$ cat config.mk
export PLATFORM = sky130hd
export DESIGN_NAME = unicode_escape_to_utf8
export DESIGN_NICKNAME = d
export VERILOG_FILES = /design/src/sv/ue8_pkg.sv /design/src/sv/ue8_decode.sv /design/src/sv/unicode_escape_to_utf8.sv
export SDC_FILE = /design/constraint.sdc
export NUM_CORES = 1
export LEC_CHECK = 0
export BUFFER_PORTS_ARGS = -buffer_cell sky130_fd_sc_hd__buf_2
export CORE_UTILIZATION = 50
export CTS_CLUSTER_SIZE = 16
export DETAILED_ROUTE_END_ITERATION = 10
export PLACE_DENSITY = 0.68
export SKIP_LAST_GASP = 1
export SLEW_MARGIN = 20
export SYNTH_ARGS = -nofsm -noshare
export SYNTH_HDL_FRONTEND = slang
export SYNTH_HIERARCHICAL = 1
export SYNTH_SLANG_ARGS = --single-unit
$ cat constraint.sdc
create_clock -name clk -period 5.3 [get_ports clk]
set_input_delay 0.795 -clock clk [delete_from_list [all_inputs] [get_ports clk]]
set_output_delay 0.795 -clock clk [all_outputs]
set_load 0.01 [all_outputs]
$ cat src/sv/ue8_pkg.sv
package ue8_pkg;

  // decoder modes
  localparam logic [1:0] MODE_NORMAL = 2'd0;
  localparam logic [1:0] MODE_HELD   = 2'd1;
  localparam logic [1:0] MODE_ESCAPE = 2'd2;

  localparam logic [7:0] CHAR_BACKSLASH = 8'h5c;
  localparam logic [7:0] CHAR_U         = 8'h75;

  localparam int CODE_W   = 16;
  localparam int DIGITS_W = 3;

  // up to three result bytes from one input beat
  typedef struct packed {
    logic [2:0][7:0] bytes;
    logic [1:0]      cnt;
    logic            last;
  } group_t;

  typedef struct packed {
    logic       ok;
    logic [3:0] val;
  } hex_t;

  function automatic hex_t hex_decode(input logic [7:0] c);
    hex_t h;
    h.ok  = 1'b0;
    h.val = 4'd0;
    if (c >= 8'h30 && c <= 8'h39) begin
      h.ok  = 1'b1;
      h.val = 4'(c - 8'h30);
    end else if (c >= 8'h61 && c <= 8'h66) begin
      h.ok  = 1'b1;
      h.val = 4'(c - 8'h57);
    end else if (c >= 8'h41 && c <= 8'h46) begin
      h.ok  = 1'b1;
      h.val = 4'(c - 8'h37);
    end
    return h;
  endfunction

  // utf-8 encoding of a 16-bit code point, byte 0 sent first
  function automatic group_t utf8_encode(input logic [CODE_W-1:0] v);
    group_t g;
    g.last  = 1'b0;
    g.bytes = '0;
    if (v <= 16'd127) begin
      g.bytes[0] = v[7:0];
      g.cnt      = 2'd1;
    end else if (v <= 16'd2047) begin
      g.bytes[0] = {3'b110, v[10:6]};
      g.bytes[1] = {2'b10, v[5:0]};
      g.cnt      = 2'd2;
    end else begin
      g.bytes[0] = {4'b1110, v[15:12]};
      g.bytes[1] = {2'b10, v[11:6]};
      g.bytes[2] = {2'b10, v[5:0]};
      g.cnt      = 2'd3;
    end
    return g;
  endfunction

endpackage

$ cat src/sv/ue8_decode.sv
module ue8_decode import ue8_pkg::*; #(
  parameter int HEX_DIGITS = 4
) (
  input  logic       clk,
  input  logic       rst,
  input  logic       step,
  input  logic [7:0] s_byte,
  input  logic       s_last,
  output group_t     grp
);

  logic [1:0]          mode, mode_next;
  logic [DIGITS_W-1:0] digits, digits_next, dig_inc;
  logic [CODE_W-1:0]   code, code_next;
  logic                stopped, stopped_next;
  hex_t                hx;
  logic [1:0]          n;

  // next state and result group for the registered beat
  always_comb begin
    mode_next    = mode;
    digits_next  = digits;
    code_next    = code;
    stopped_next = stopped;
    grp          = '0;
    hx           = hex_decode(s_byte);
    dig_inc      = digits + 1'b1;
    n            = 2'd0;
    if (mode == MODE_ESCAPE) begin
      digits_next = dig_inc;
      if (!stopped && hx.ok) begin
        code_next = {code[CODE_W-5:0], hx.val};
      end else begin
        stopped_next = 1'b1;
      end
      if (dig_inc >= DIGITS_W'(HEX_DIGITS) || s_last) begin
        grp          = utf8_encode(code_next);
        mode_next    = MODE_NORMAL;
        digits_next  = '0;
        code_next    = '0;
        stopped_next = 1'b0;
      end
    end else if (mode == MODE_HELD && s_byte == CHAR_U) begin
      digits_next  = '0;
      code_next    = '0;
      stopped_next = 1'b0;
      if (s_last) begin
        grp       = utf8_encode('0);
        mode_next = MODE_NORMAL;
      end else begin
        mode_next = MODE_ESCAPE;
      end
    end else begin
      if (mode == MODE_HELD) begin
        grp.bytes[0] = CHAR_BACKSLASH;
        n            = 2'd1;
      end
      mode_next = MODE_NORMAL;
      if (s_byte == CHAR_BACKSLASH && !s_last) begin
        mode_next = MODE_HELD;
      end else begin
        grp.bytes[n] = s_byte;
        n            = n + 2'd1;
      end
      grp.cnt = n;
    end
    grp.last = s_last;
    // end of string returns everything to reset
    if (s_last) begin
      mode_next    = MODE_NORMAL;
      digits_next  = '0;
      code_next    = '0;
      stopped_next = 1'b0;
    end
  end

  // decoder state
  always_ff @(posedge clk) begin
    if (rst) begin
      mode    <= MODE_NORMAL;
      digits  <= '0;
      code    <= '0;
      stopped <= 1'b0;
    end else if (step) begin
      mode    <= mode_next;
      digits  <= digits_next;
      code    <= code_next;
      stopped <= stopped_next;
    end
  end

  a_last_clears: assert property (@(posedge clk) disable iff (rst)
    step && s_last |=> mode == MODE_NORMAL && digits == '0 && code == '0 && !stopped)
    else $error("state not cleared after end of string");

  a_digits_idle: assert property (@(posedge clk) disable iff (rst)
    mode != MODE_ESCAPE |-> digits == '0)
    else $error("digit count outside an escape");

  a_digits_bound: assert property (@(posedge clk) disable iff (rst)
    mode == MODE_ESCAPE |-> digits < DIGITS_W'(HEX_DIGITS))
    else $error("escape ran past its digit count");

endmodule

$ cat src/sv/unicode_escape_to_utf8.sv
// path: input beat -> input register -> group register -> first output byte
// throughput: one output byte per cycle while out_ready is high; a beat that
//   yields n bytes holds the input until the single-byte serializer is done
// a held backslash or a partial escape yields no byte
// reset: synchronous, clears the decoder state, the input and output stages
module unicode_escape_to_utf8 import ue8_pkg::*; #(
  parameter int HEX_DIGITS = 4
) (
  input  logic       clk,
  input  logic       rst,
  input  logic       in_valid,
  output logic       in_ready,
  input  logic [7:0] in_byte,
  input  logic       in_last,
  output logic       out_valid,
  input  logic       out_ready,
  output logic [7:0] out_byte,
  output logic       run_end,
  output logic       string_end
);

  logic       s1_valid;
  logic [7:0] s1_byte;
  logic       s1_last;
  logic       step;
  logic       grp_free;
  group_t     grp_new;
  group_t     grp;
  logic       grp_valid;
  logic [1:0] grp_idx;

  // output side of the serializer
  assign out_valid  = grp_valid;
  assign out_byte   = grp.bytes[grp_idx];
  assign run_end    = (grp_idx == grp.cnt - 2'd1);
  assign string_end = run_end && grp.last;

  assign grp_free = !grp_valid || (out_ready && run_end);
  assign step     = s1_valid && grp_free;
  assign in_ready = !s1_valid || grp_free;

  ue8_decode #(.HEX_DIGITS(HEX_DIGITS)) u_decode (
    .clk    (clk),
    .rst    (rst),
    .step   (step),
    .s_byte (s1_byte),
    .s_last (s1_last),
    .grp    (grp_new)
  );

  // input register
  always_ff @(posedge clk) begin
    if (rst) begin
      s1_valid <= 1'b0;
    end else if (in_ready) begin
      s1_valid <= in_valid;
    end
  end

  always_ff @(posedge clk) begin
    if (in_ready && in_valid) begin
      s1_byte <= in_byte;
      s1_last <= in_last;
    end
  end

  // result group register and byte index
  always_ff @(posedge clk) begin
    if (rst) begin
      grp_valid <= 1'b0;
      grp_idx   <= 2'd0;
    end else if (grp_free) begin
      grp_valid <= step && (grp_new.cnt != 2'd0);
      grp_idx   <= 2'd0;
    end else if (out_ready) begin
      grp_idx <= grp_idx + 2'd1;
    end
  end

  always_ff @(posedge clk) begin
    if (grp_free && step) begin
      grp <= grp_new;
    end
  end

  a_grp_index: assert property (@(posedge clk) disable iff (rst)
    grp_valid |-> grp.cnt != 2'd0 && grp_idx < grp.cnt)
    else $error("serializer index out of range");

  a_s1_held: assert property (@(posedge clk) disable iff (rst)
    s1_valid && !grp_free |=> s1_valid && $stable(s1_byte) && $stable(s1_last))
    else $error("stalled input beat lost");

  a_idx_adv: assert property (@(posedge clk) disable iff (rst)
    grp_valid && out_ready && !run_end |=> grp_valid && grp_idx == $past(grp_idx) + 2'd1)
    else $error("serializer did not advance");

endmodule
**After elaboration in Yosys (flattened, before gate mapping)**

Index checks and enable logic that the tools add are counted.

- Add/sub/neg operators: 7
- $lt $le $gt $ge: 12
- Equality and inequality tests: 7
- Muxes and demuxes: 45
- Reduce and logical (&&, ||, !) cells: 26

Operator list:

| kind | number |
|---|---|
| $mux W16 | 8 |
| $mux W27 | 2 |
| $mux W8 | 5 |
| $mux W26 | 1 |
| $bwmux W24 | 1 |
| $mux W24 | 1 |
| $bmux W8 S2 | 1 |
| $demux W8 S2 | 1 |
| $eq A8 B7 Y1 const B | 2 |
| $ge A8 B7 Y1 const B | 2 |
| $le A16 B11 Y1 const B | 1 |
| $le A16 B7 Y1 const B | 1 |
| $le A8 B7 Y1 const B | 2 |
| $mux W2 | 8 |
| $mux W5 | 3 |
| $logic_and A1 B1 Y1 | 13 |
| $mux W3 | 4 |
| $mux W10 | 1 |
| $ge A8 B6 Y1 const B | 1 |
| $le A8 B6 Y1 const B | 1 |
| $mux W1 | 8 |
| $sub A4 B3 Y4 const B | 2 |
| $mux W7 | 1 |
| $lt A2 B3 Y1 const B | 2 |
| other kinds (18) | 25 |

- Flip-flop bits (word level): 62
- Output and inout port bits: 12

**Longest topological paths before layout**

Gate-level depths: netlist (run 1).

- Depth after elaboration: 15
- Mapped depth: 11
- Gate-level depth less buffers: 10

**By module**

The synthesis (run 1) kept the hierarchy.

Modules (own cells, without submodules):

| module | instances | cells each | area an instance (sq um) | sequential area each (sq um) |
|---|---|---|---|---|
| ue8_decode | 1 | 254 | 2055.7 | 440.4 |
| unicode_escape_to_utf8 | 1 | 99 | 1530.2 | 1161.1 |

**Worst setup path before layout (run 1)**

OpenSTA, ideal clock, no wires.

- Path type: input port to flip-flop
- From: in out_ready
- To: reg u_decode.code[4]
- Setup time: 0.117 ns
- Arrival time: 2.911 ns
- Required time: 5.183 ns
- Path slack: 2.273 ns
- Stages: 7
- Buffers on the path: 1
- Cell sequence: nand2_1 -> nor3_1 -> o31a_1 -> o21ai_1 -> o21ba_2 -> buf_2 -> a22o_1

- Cells in the longest elaborated chain, start to end: 4

RTL lines:

| item | line | source |
|---|---|---|
| start: declaration | unicode_escape_to_utf8.sv:16 | `input logic out_ready,` |
| $logic_and A1 B1 Y1 | unicode_escape_to_utf8.sv:38 | `assign grp_free = !grp_valid \|\| (out_ready && run_end);` |
| $logic_or A1 B1 Y1 | unicode_escape_to_utf8.sv:38 |  |
| $logic_and A1 B1 Y1 | unicode_escape_to_utf8.sv:39 | `assign step = s1_valid && grp_free;` |
| named net step | unicode_escape_to_utf8.sv:25 | `logic step;` |
| $reduce_and A2 Y1 (no source line) | -- |  |
| end signal: assignment | ue8_decode.sv:87 | `code <= code_next;` |
| end: declaration | ue8_decode.sv:14 | `logic [CODE_W-1:0] code, code_next;` |

The timed path passes the listed nets, and every way through them passes these cells.
A chain may end at the register's enable or synchronous reset.

**Final worst setup path (run 1)**

- From: reg grp_idx[0]
- To: reg u_decode.code[13]

- Cells in the longest elaborated chain, start to end: 5

RTL lines:

| item | line | source |
|---|---|---|
| start: declaration | unicode_escape_to_utf8.sv:30 | `logic [1:0] grp_idx;` |
| start signal: assignment | unicode_escape_to_utf8.sv:76 | `grp_idx <= grp_idx + 2'd1;` |
| $eq A2 B2 Y1 | unicode_escape_to_utf8.sv:35 | `assign run_end = (grp_idx == grp.cnt - 2'd1);` |
| $logic_and A1 B1 Y1 | unicode_escape_to_utf8.sv:38 |  |
| $logic_or A1 B1 Y1 | unicode_escape_to_utf8.sv:38 |  |
| $logic_and A1 B1 Y1 | unicode_escape_to_utf8.sv:39 |  |
| named net step | unicode_escape_to_utf8.sv:25 |  |
| $reduce_and A2 Y1 (no source line) | -- |  |

The timed path passes the listed nets, and every way through them passes these cells.

==> results of run 1 <==
==> worst register-to-register path, stage by stage (launching register included) <==
cell and delay [ps]:
sky130_fd_sc_hd__dfxtp_1 800, sky130_fd_sc_hd__nand2_1 110, sky130_fd_sc_hd__nor3_1 340, sky130_fd_sc_hd__o31a_1 190, sky130_fd_sc_hd__buf_4 360, sky130_fd_sc_hd__nor2b_1 190
sky130_fd_sc_hd__nand4_1 270, sky130_fd_sc_hd__nor2_1 690, sky130_fd_sc_hd__a22o_1 260
==> state kept, by name (all words and copies together), names as in the netlist <==
signal            flops
grp_idx               2
u_decode/digits       3
u_decode/stopped      1
s1_byte               8
s1_last               1
u_decode/mode         2
grp                  27
u_decode/code        16
out_valid             1
s1_valid              1
==> placed cells by master (no fill, tap or decap), types with 4 or more instances in the layout <==
cell type and count:
sky130_fd_sc_hd__edfxtp_1 36, sky130_fd_sc_hd__nor2_1 31, sky130_fd_sc_hd__dfxtp_1 26, sky130_fd_sc_hd__nand2_1 25, sky130_fd_sc_hd__buf_2 24, sky130_fd_sc_hd__mux2i_1 16, sky130_fd_sc_hd__a22o_1 14, sky130_fd_sc_hd__o21ai_0 13
sky130_fd_sc_hd__a21oi_1 12, sky130_fd_sc_hd__inv_1 10, sky130_fd_sc_hd__nor3_1 9, sky130_fd_sc_hd__clkbuf_8 9, sky130_fd_sc_hd__nor2b_1 6, sky130_fd_sc_hd__nand2b_1 6, sky130_fd_sc_hd__a211oi_1 6, sky130_fd_sc_hd__nor4_1 6
sky130_fd_sc_hd__ha_1 6, sky130_fd_sc_hd__a211o_1 5, sky130_fd_sc_hd__a21o_1 5, sky130_fd_sc_hd__nand3_1 5, sky130_fd_sc_hd__nand4_1 5, sky130_fd_sc_hd__or3_1 4, sky130_fd_sc_hd__a22oi_1 4, sky130_fd_sc_hd__o211ai_1 4
==> through the flow <==
step / instance area (um^2) / cells
after detailed placement: 3730 / 454
after floorplan: 3590 / 353
after CTS: 3940 / 470
after global routing: 3940 / 470
after global placement: 3730 / 454
final: 3940 / 470
==> routing by layer <==
| metal | wire length [um] | track usage, % | vias to the layer above |
|---|---|---|---|
| met2 | 3780 | 36.3 | 156 |
| li1 | - | - | 1398 |
| met3 | 654 | 3.90 | 33 |
| met4 | 334 | 14.5 | 0 |
| met1 | 4040 | 36.9 | 1394 |
| met5 | 0 | 0 | - |
==> cells by family (layout without fill, tap and decap cells) <==
logic type	after synthesis	after routing	synth area share (%)
simple gates	125	125	20.3
other cells	1	1	0.105
xor+xnor	3	3	0.733
buf+inv	31	52	4.15
fa+ha+maj	6	6	2.09
mux	17	17	4.78
compound gates	108	108	23.2
flops	62	62	44.7
==> worst max-delay path by stage <==
stage,start,to,slack [ps],cells past startpoint
after floorplan,out_ready,u_decode/code[4],2270,7
after global placement,out_ready,u_decode/code[4],2040,9
after detailed placement,out_ready,u_decode/code[13],2000,9
after CTS,grp_idx[0],u_decode/code[13],2070,8
after global routing,grp_idx[0],u_decode/code[13],1670,8
final,grp_idx[0],u_decode/code[13],2040,8
==> cell type report <==
class | instances | area (um^2)
clock inverter | 5 | 73.8
clock buffer | 11 | 131
timing repair buffer | 26 | 135
tap | 96 | 120
inverter | 10 | 37.5
multi-input combinational | 260 | 1840
sequential | 62 | 1600
fill | 614 | 2930
==> synthesized netlist by cell type, types with 4 or more instances <==
cell | instances | area [um^2]
sky130_fd_sc_hd__o211ai_1 | 4 | 30.0
sky130_fd_sc_hd__edfxtp_1 | 36 | 1080
sky130_fd_sc_hd__nor2b_1 | 6 | 37.5
sky130_fd_sc_hd__nand2_1 | 25 | 93.8
sky130_fd_sc_hd__mux2i_1 | 16 | 160
sky130_fd_sc_hd__inv_1 | 10 | 37.5
sky130_fd_sc_hd__clkbuf_1 | 7 | 26.3
sky130_fd_sc_hd__dfxtp_1 | 26 | 521
sky130_fd_sc_hd__or3_1 | 4 | 25.0
sky130_fd_sc_hd__nor3_1 | 9 | 45.0
sky130_fd_sc_hd__nand4_1 | 5 | 31.3
sky130_fd_sc_hd__a211o_1 | 5 | 43.8
sky130_fd_sc_hd__a21oi_1 | 12 | 60.1
sky130_fd_sc_hd__nor2_1 | 31 | 116
sky130_fd_sc_hd__buf_2 | 7 | 35.0
sky130_fd_sc_hd__o21ai_0 | 14 | 70.1
sky130_fd_sc_hd__a22o_1 | 14 | 123
sky130_fd_sc_hd__nand2b_1 | 6 | 37.5
sky130_fd_sc_hd__nor4_1 | 7 | 43.8
sky130_fd_sc_hd__a22oi_1 | 4 | 30.0
sky130_fd_sc_hd__nand3_1 | 5 | 25.0
sky130_fd_sc_hd__ha_1 | 6 | 75.1
sky130_fd_sc_hd__a211oi_1 | 6 | 45.0
sky130_fd_sc_hd__a21o_1 | 5 | 37.5
==> power by group <==
part,internal [mW],switching (mW),leakage (nW)
logic,0.0384,0.0590,0.784
registers,0.529,0.0149,0.558
clock network,0.262,0.175,0.105
total,0.829,0.249,1.45
==> out/metrics.cfg, run 1 <==
[critical_path]
worst_setup_path_start_kind=flop
crit_path_max_fanout=33
worst_flop_to_flop_path_endpoint=u_decode/code[13]
worst_r2r_path_depth=8
path_type_of_the_worst_setup_path=flop to flop
critPathBufInv=1
timing.critical_path.arrival_ps=3550
crit-reg2reg-launch=grp_idx[0]
cp_top_family=simple AND/OR/NAND/NOR gates
critPathCaptureType=flop
regToRegSetupSlack_ps=2040
required_ps=5580
cpMaxStageDelayCell=sky130_fd_sc_hd__dfxtp_1
crit_path_cell_trace=nand2_1 -> nor3_1 -> o31a_1 -> buf_4 -> nor2b_1 -> nand4_1 -> nor2_1 -> a22o_1
critPathMaxStageDelay_ps=800

[power]
power.ir.vdd_worst_mv=0.176
power_leakage_nw=1.45
power_mw=1.08
power-per-cell-area_mw_per_mm2=274

[timing]
final_min_period_over_clock_period_pct=61.6
timing.fmax_mhz=306
period_needed_ps=3260
clock-skew-final_ps=7.50
hold_viol_final=0
whs_ps=466
worst_slew_pin_slew_ps=985
layout_setup_ws_ps=2040
finalMaxSlewViolations=0
setup_tns_ps=0
maxSlewHeadroom_pct=34.2
setup_viol_count_final=0
rsz0062_at_grt=false

[cts]
cts.sink_count=62
tritoncts=built
htreeDepth=3
cts-resized-gates=0
worst_setup_hold_path_clk_slew_ps=70
clock-root-buffer=sky130_fd_sc_hd__clkbuf_8
cts_post_setup_buffers_inserted=0
clock_tree.buffer_depth=2
cts_inserted_buffers=9
clk-insertion-delay-late_ps=350
post_cts_hold_buffer_count=0

[synthesis]
synth_nets=372
synthesis.instances=353
most_used_flip_flop_cell_after_synthesis=sky130_fd_sc_hd__edfxtp_1
synth-async-reset-ratio_pct=0
synth_area_per_cell_um2=10.2
post_synth_num_cell_types=77
yosys_warnings=6
number_of_flops_mapped_to_enable_cells_by_yosys=36
postSynthRegisterBits=62
netlist_area_mm2=0.00359
synth.yosys.seq_area_share_pct=44.7

[routing]
wl_per_cell_um=18.7
remaining_drc_errors=0
first_iter_violations=388
drt_first_pass_iters=5
drt-total-wl_mm=8.81
detailroute.via_count=2981
detail-route-antenna-nets=0
vias_per_cell=6.34

[global_route]
grt_pass1_wl_mm=14.2
grt_max_degree=34
grt_overflow_total=0
number_of_global_route_vias_before_repair=2704
grt_antenna_before_repair=0
globalRouteTotalUtil_pct=25.5

[min_path]
worstHoldPathType=flop to flop
min_to=u_decode/digits[1]
worst_hold_path.num_cells=2
min_from=u_decode/digits[1]

[floorplan]
start_util_pct=52.2
floorplan.io_pins=25
design.die.area_mm2=0.00751
die_h_um=86.7
die_width_um=86.7
core-area_mm2=0.00687
fp-row-count=30

[place]
gp_congestion=0.966
io_buffer_count=24
dp_slack_ps=2000
dp.final_hpwl_mm=6.43

[finish]
antenna_cells_inserted=0
final_util_pct=57.4
final_layout_size_suffix_gt1_share_pct=16.0
final_nets=388
layout-area-overhead-vs-synth_pct=9.91

[flow_run]
drv.max_cap_violation_count=0

[outcome]
status=finished clean

Note: power is estimated with default switching activity, not from simulation.
==> inputs of run 2 (changes only) <==
--- a/config.mk
+++ b/config.mk
@@ -5,11 +5,12 @@
 export SDC_FILE = /design/constraint.sdc
 export NUM_CORES = 1
 export LEC_CHECK = 0
+export ABC_AREA = 1
 export BUFFER_PORTS_ARGS = -buffer_cell sky130_fd_sc_hd__buf_2
 export CORE_UTILIZATION = 50
 export CTS_CLUSTER_SIZE = 16
 export DETAILED_ROUTE_END_ITERATION = 10
-export PLACE_DENSITY = 0.68
+export PLACE_DENSITY = 0.71
 export SKIP_LAST_GASP = 1
 export SLEW_MARGIN = 20
 export SYNTH_ARGS = -nofsm -noshare
==> constraint.sdc (replaced) <==
create_clock -name clk -period 2.7 [get_ports clk]
set_input_delay 0.405 -clock clk [delete_from_list [all_inputs] [get_ports clk]]
set_output_delay 0.405 -clock clk [all_outputs]
set_load 0.01 [all_outputs]
==> run 2 against run 1 <==
Utilization increased by 0.96 points. Final cell count increased by 20%. Largest cell class unchanged. Power increased by 92%. Via count decreased by 1.4%. Highest routed layer unchanged. Flip-flop and latch count did not move. Sequential power increased by 95%. Synthesized area is 2.5% lower. First-iteration DRC count down 46%. Sequential share of layout area is the same. Combinational power up 150%. Count of clock-buffer cells in the layout fell by 2. Synthesized cell count grew 25%.
==> out/metrics.cfg, run 2 <==
[synthesis]
yosys_warnings=6  ; unchanged
synth_largest_area_cell=sky130_fd_sc_hd__edfxtp_1  ; unchanged
synth_nets=460  ; was 372
number_of_flops_mapped_to_enable_cells_by_yosys=36  ; unchanged
yosys-top-cells-area=sky130_fd_sc_hd__edfxtp_1 (31%), sky130_fd_sc_hd__dfxtp_1 (15%), sky130_fd_sc_hd__nand2_1 (11%)  ; was sky130_fd_sc_hd__edfxtp_1 (30%), sky130_fd_sc_hd__dfxtp_1 (15%), sky130_fd_sc_hd__mux2i_1 (4.5%)
synth-async-reset-ratio_pct=0  ; unchanged
yosys-top-cells-count=sky130_fd_sc_hd__nand2_1 (102), sky130_fd_sc_hd__inv_1 (52), sky130_fd_sc_hd__nand3_1 (44)  ; was sky130_fd_sc_hd__edfxtp_1 (36), sky130_fd_sc_hd__nor2_1 (31), sky130_fd_sc_hd__dfxtp_1 (26)
synth.yosys.seq_area_share_pct=45.8  ; was 44.7%
postSynthRegisterBits=62  ; unchanged
netlist_area_mm2=0.00350  ; was 0.00359 mm^2
most_used_flip_flop_cell_after_synthesis=sky130_fd_sc_hd__edfxtp_1  ; unchanged
post_synth_num_cell_types=36  ; was 77
most_common_cell_in_the_netlist=sky130_fd_sc_hd__nand2_1  ; was sky130_fd_sc_hd__edfxtp_1
synth_top_cell_area_share_pct=30.9  ; was 30.1%
synthesis.instances=441  ; was 353
synth_area_per_cell_um2=7.93  ; was 10.2 um^2

[timing]
timing.fmax_mhz=401  ; was 306 MHz
whs_ps=237  ; was 466 ps
setup_viol_count_final=0  ; unchanged
layout_setup_ws_ps=207  ; was 2040 ps
finalMaxSlewViolations=0  ; unchanged
rsz0062_at_grt=false  ; unchanged
clock-skew-final_ps=10.8  ; was 7.50 ps
hold_viol_final=0  ; unchanged
maxSlewHeadroom_pct=57.9  ; was 34.2%
final_min_period_over_clock_period_pct=92.3  ; was 61.6%
worst_slew_pin_slew_ps=630  ; was 985 ps
setup_tns_ps=0  ; unchanged
period_needed_ps=2490  ; was 3260 ps

[routing]
drt_first_pass_iters=4  ; was 5
detailroute.via_count=2939  ; was 2981
wl_per_cell_um=13.8  ; was 18.7 um
drt-total-wl_mm=7.78  ; was 8.81 mm
detail-route-antenna-nets=0  ; unchanged
remaining_drc_errors=0  ; unchanged
first_iter_violations=209  ; was 388
vias_per_cell=5.23  ; was 6.34

[critical_path]
critPathMaxStageDelay_ps=400  ; was 800 ps
path_type_of_the_worst_setup_path=flop to flop  ; unchanged
timing.critical_path.arrival_ps=2580  ; was 3550 ps
crit_path_max_fanout=13  ; was 33
critical-path-top-cell-by-count=sky130_fd_sc_hd__nand2_1
worst_setup_path_start_kind=flop  ; unchanged
critPathCaptureType=flop  ; unchanged
cp_top_family=simple AND/OR/NAND/NOR gates  ; unchanged
required_ps=2780  ; was 5580 ps
cpMaxStageDelayCell=sky130_fd_sc_hd__edfxtp_1  ; was sky130_fd_sc_hd__dfxtp_1
critPathBufInv=1  ; unchanged
crit_path_cell_trace=inv_1 -> ha_1 -> nor2_1 -> nand2_1 -> nand2_4 -> nand2_8 -> nand2_8 -> nand2_1 -> nand2_1 -> nand2_2 -> nor2_8 -> nand2_4 -> nor2_2 -> nand2_1 -> nand3_1 -> nand2_1  ; was nand2_1 -> nor3_1 -> o31a_1 -> buf_4 -> nor2b_1 -> nand4_1 -> nor2_1 -> a22o_1

[finish]
layout-area-overhead-vs-synth_pct=12.7  ; was 9.91%
final_layout_size_suffix_gt1_share_pct=18.9  ; was 16.0%
final_common_cell=sky130_fd_sc_hd__nand2_1  ; was sky130_fd_sc_hd__edfxtp_1
final_nets=496  ; was 388
fillers=618  ; was 614
fin_cells=562  ; was 470
largest-register=grp  ; unchanged
final_cell_mix=sky130_fd_sc_hd__nand2_1 (102), sky130_fd_sc_hd__inv_1 (52), sky130_fd_sc_hd__nand3_1 (43)  ; was sky130_fd_sc_hd__edfxtp_1 (36), sky130_fd_sc_hd__nor2_1 (31), sky130_fd_sc_hd__dfxtp_1 (26)
largest_register_ff_count=27  ; unchanged
antenna_cells_inserted=0  ; unchanged
largest_registers=grp x27, u_decode/code x16, s1_byte x8  ; unchanged

[power]
clkPwrFrac_pct=37.3  ; was 40.5%
p_comb_share_pct=11.6  ; was 9.0%
seq_power_share_pct=51.1  ; was 50.5%
power-per-cell-area_mw_per_mm2=526  ; was 274 mW/mm^2
power.ir.vdd_worst_mv=0.327  ; was 0.176 mV
cell_internal_pwr_mw=1.53  ; was 0.829 mW
power_leakage_nw=1.66  ; was 1.45 nW
netSwitchingPower_mw=0.539  ; was 0.249 mW
power.switching_fraction_pct=26.0  ; was 23.1%

[cts]
clk-insertion-delay-late_ps=340  ; was 350 ps
clock-root-buffer=sky130_fd_sc_hd__clkbuf_8  ; unchanged
cts_inserted_buffers=9  ; unchanged
worst_setup_hold_path_clk_slew_ps=70  ; about the same
clock_tree.buffer_depth=2  ; unchanged
htreeDepth=3  ; unchanged
post_cts_hold_buffer_count=0  ; unchanged
cts.sink_count=62  ; unchanged
tritoncts=built  ; unchanged

[place]
dp_slack_ps=15.3  ; was 2000 ps
gp_congestion=0.947  ; was 0.966
dp.final_hpwl_mm=5.90  ; was 6.43 mm
io_buffer_count=24  ; unchanged
placed_cells=541  ; was 454

[floorplan]
core-area_mm2=0.00676  ; was 0.00687 mm^2
die_width_um=85.6  ; was 86.7 um
start_util_pct=51.7  ; was 52.2%
floorplan.io_pins=25  ; unchanged
fp-row-count=30  ; unchanged
design.die.area_mm2=0.00733  ; was 0.00751 mm^2
die_h_um=85.6  ; was 86.7 um

[global_route]
grt_antenna_before_repair=0  ; unchanged
grt_max_degree=30  ; was 34
number_of_global_route_vias_before_repair=2698  ; was 2704
grt_pass1_wl_mm=12.6  ; was 14.2 mm
grt_overflow_total=0  ; unchanged
globalRouteTotalUtil_pct=22.2  ; was 25.5%

[min_path]
worstHoldPathType=input pin to flop  ; was flop to flop

[outcome]
status=finished clean  ; unchanged

[flow_run]
drv.max_cap_violation_count=0  ; unchanged

-- run 2: power by group through the flow --
stage	Clock, mW	Combinational, mW	Sequential [mW]
after detailed placement	0	0.226	1.08
after floorplan	0	0.165	1.08
after CTS	0.788	0.229	1.06
after global routing	0.821	0.266	1.06
final	0.773	0.240	1.06
after global placement	0	0.223	1.08
-- run 2: logic make-up (layout without fill, tap and decap cells) --
kind of cell / after synthesis / after routing / synth area share (%)
buf+inv: 72 / 112 / 9.06
compound gates: 67 / 67 / 10.1
flops: 62 / 62 / 45.8
simple gates: 230 / 231 / 32.0
fa+ha+maj: 6 / 6 / 2.15
other cells: 1 / 1 / 0.107
xor+xnor: 3 / 3 / 0.752
-- run 2: final cells by class --
| cell class | instances | area (um^2) | share of cell area [%] |
|---|---|---|---|
| clock buffer | 9 | 124 | 3.14 |
| clock inverter | 7 | 65.1 | 1.65 |
| inverter | 60 | 225 | 5.71 |
| multi-input combinational | 308 | 1620 | 41.0 |
| sequential | 62 | 1600 | 40.6 |
| tap | 80 | 100 | 2.54 |
| timing repair buffer | 36 | 210 | 5.33 |
-- run 2: worst paths after layout --
check	start	endpoint	slack [ps]	depth (start not counted)
min reg2reg	u_decode/stopped	u_decode/stopped	470	2
min	in_last	s1_last	240	1
max	s1_byte[0]	grp[5]	210	16
max reg2reg	s1_byte[0]	grp[5]	210	16
-- run 2: what timing repair did --
item / CTS / global route
gates cloned: 0 / 1
buffers inserted: 1 / 3
pin swaps: 0 / 0
resized for setup: 0 / 4
setup endpoints to repair: 1 / 21
-- run 2: routing by layer --
metal / part of all wire (%) / vias to the layer above / track usage, %
met5: 0 / - / 0
met4: 1.2 / 0 / 6.52
met3: 5.5 / 8 / 4.91
met2: 47 / 87 / 36.0
met1: 47 / 1329 / 29.9
li1: - / 1515 / -
-- run 2: metrics by stage --
step	util (%)	area, um^2	power (mW)
5_1_grt	58.3	3940	2.15
3_3_place_gp	54.6	3690	1.30
6_report	58.3	3940	2.07
4_1_cts	57.5	3880	2.08
2_1_floorplan	-	3500	1.24
3_5_place_dp	54.6	3690	1.31
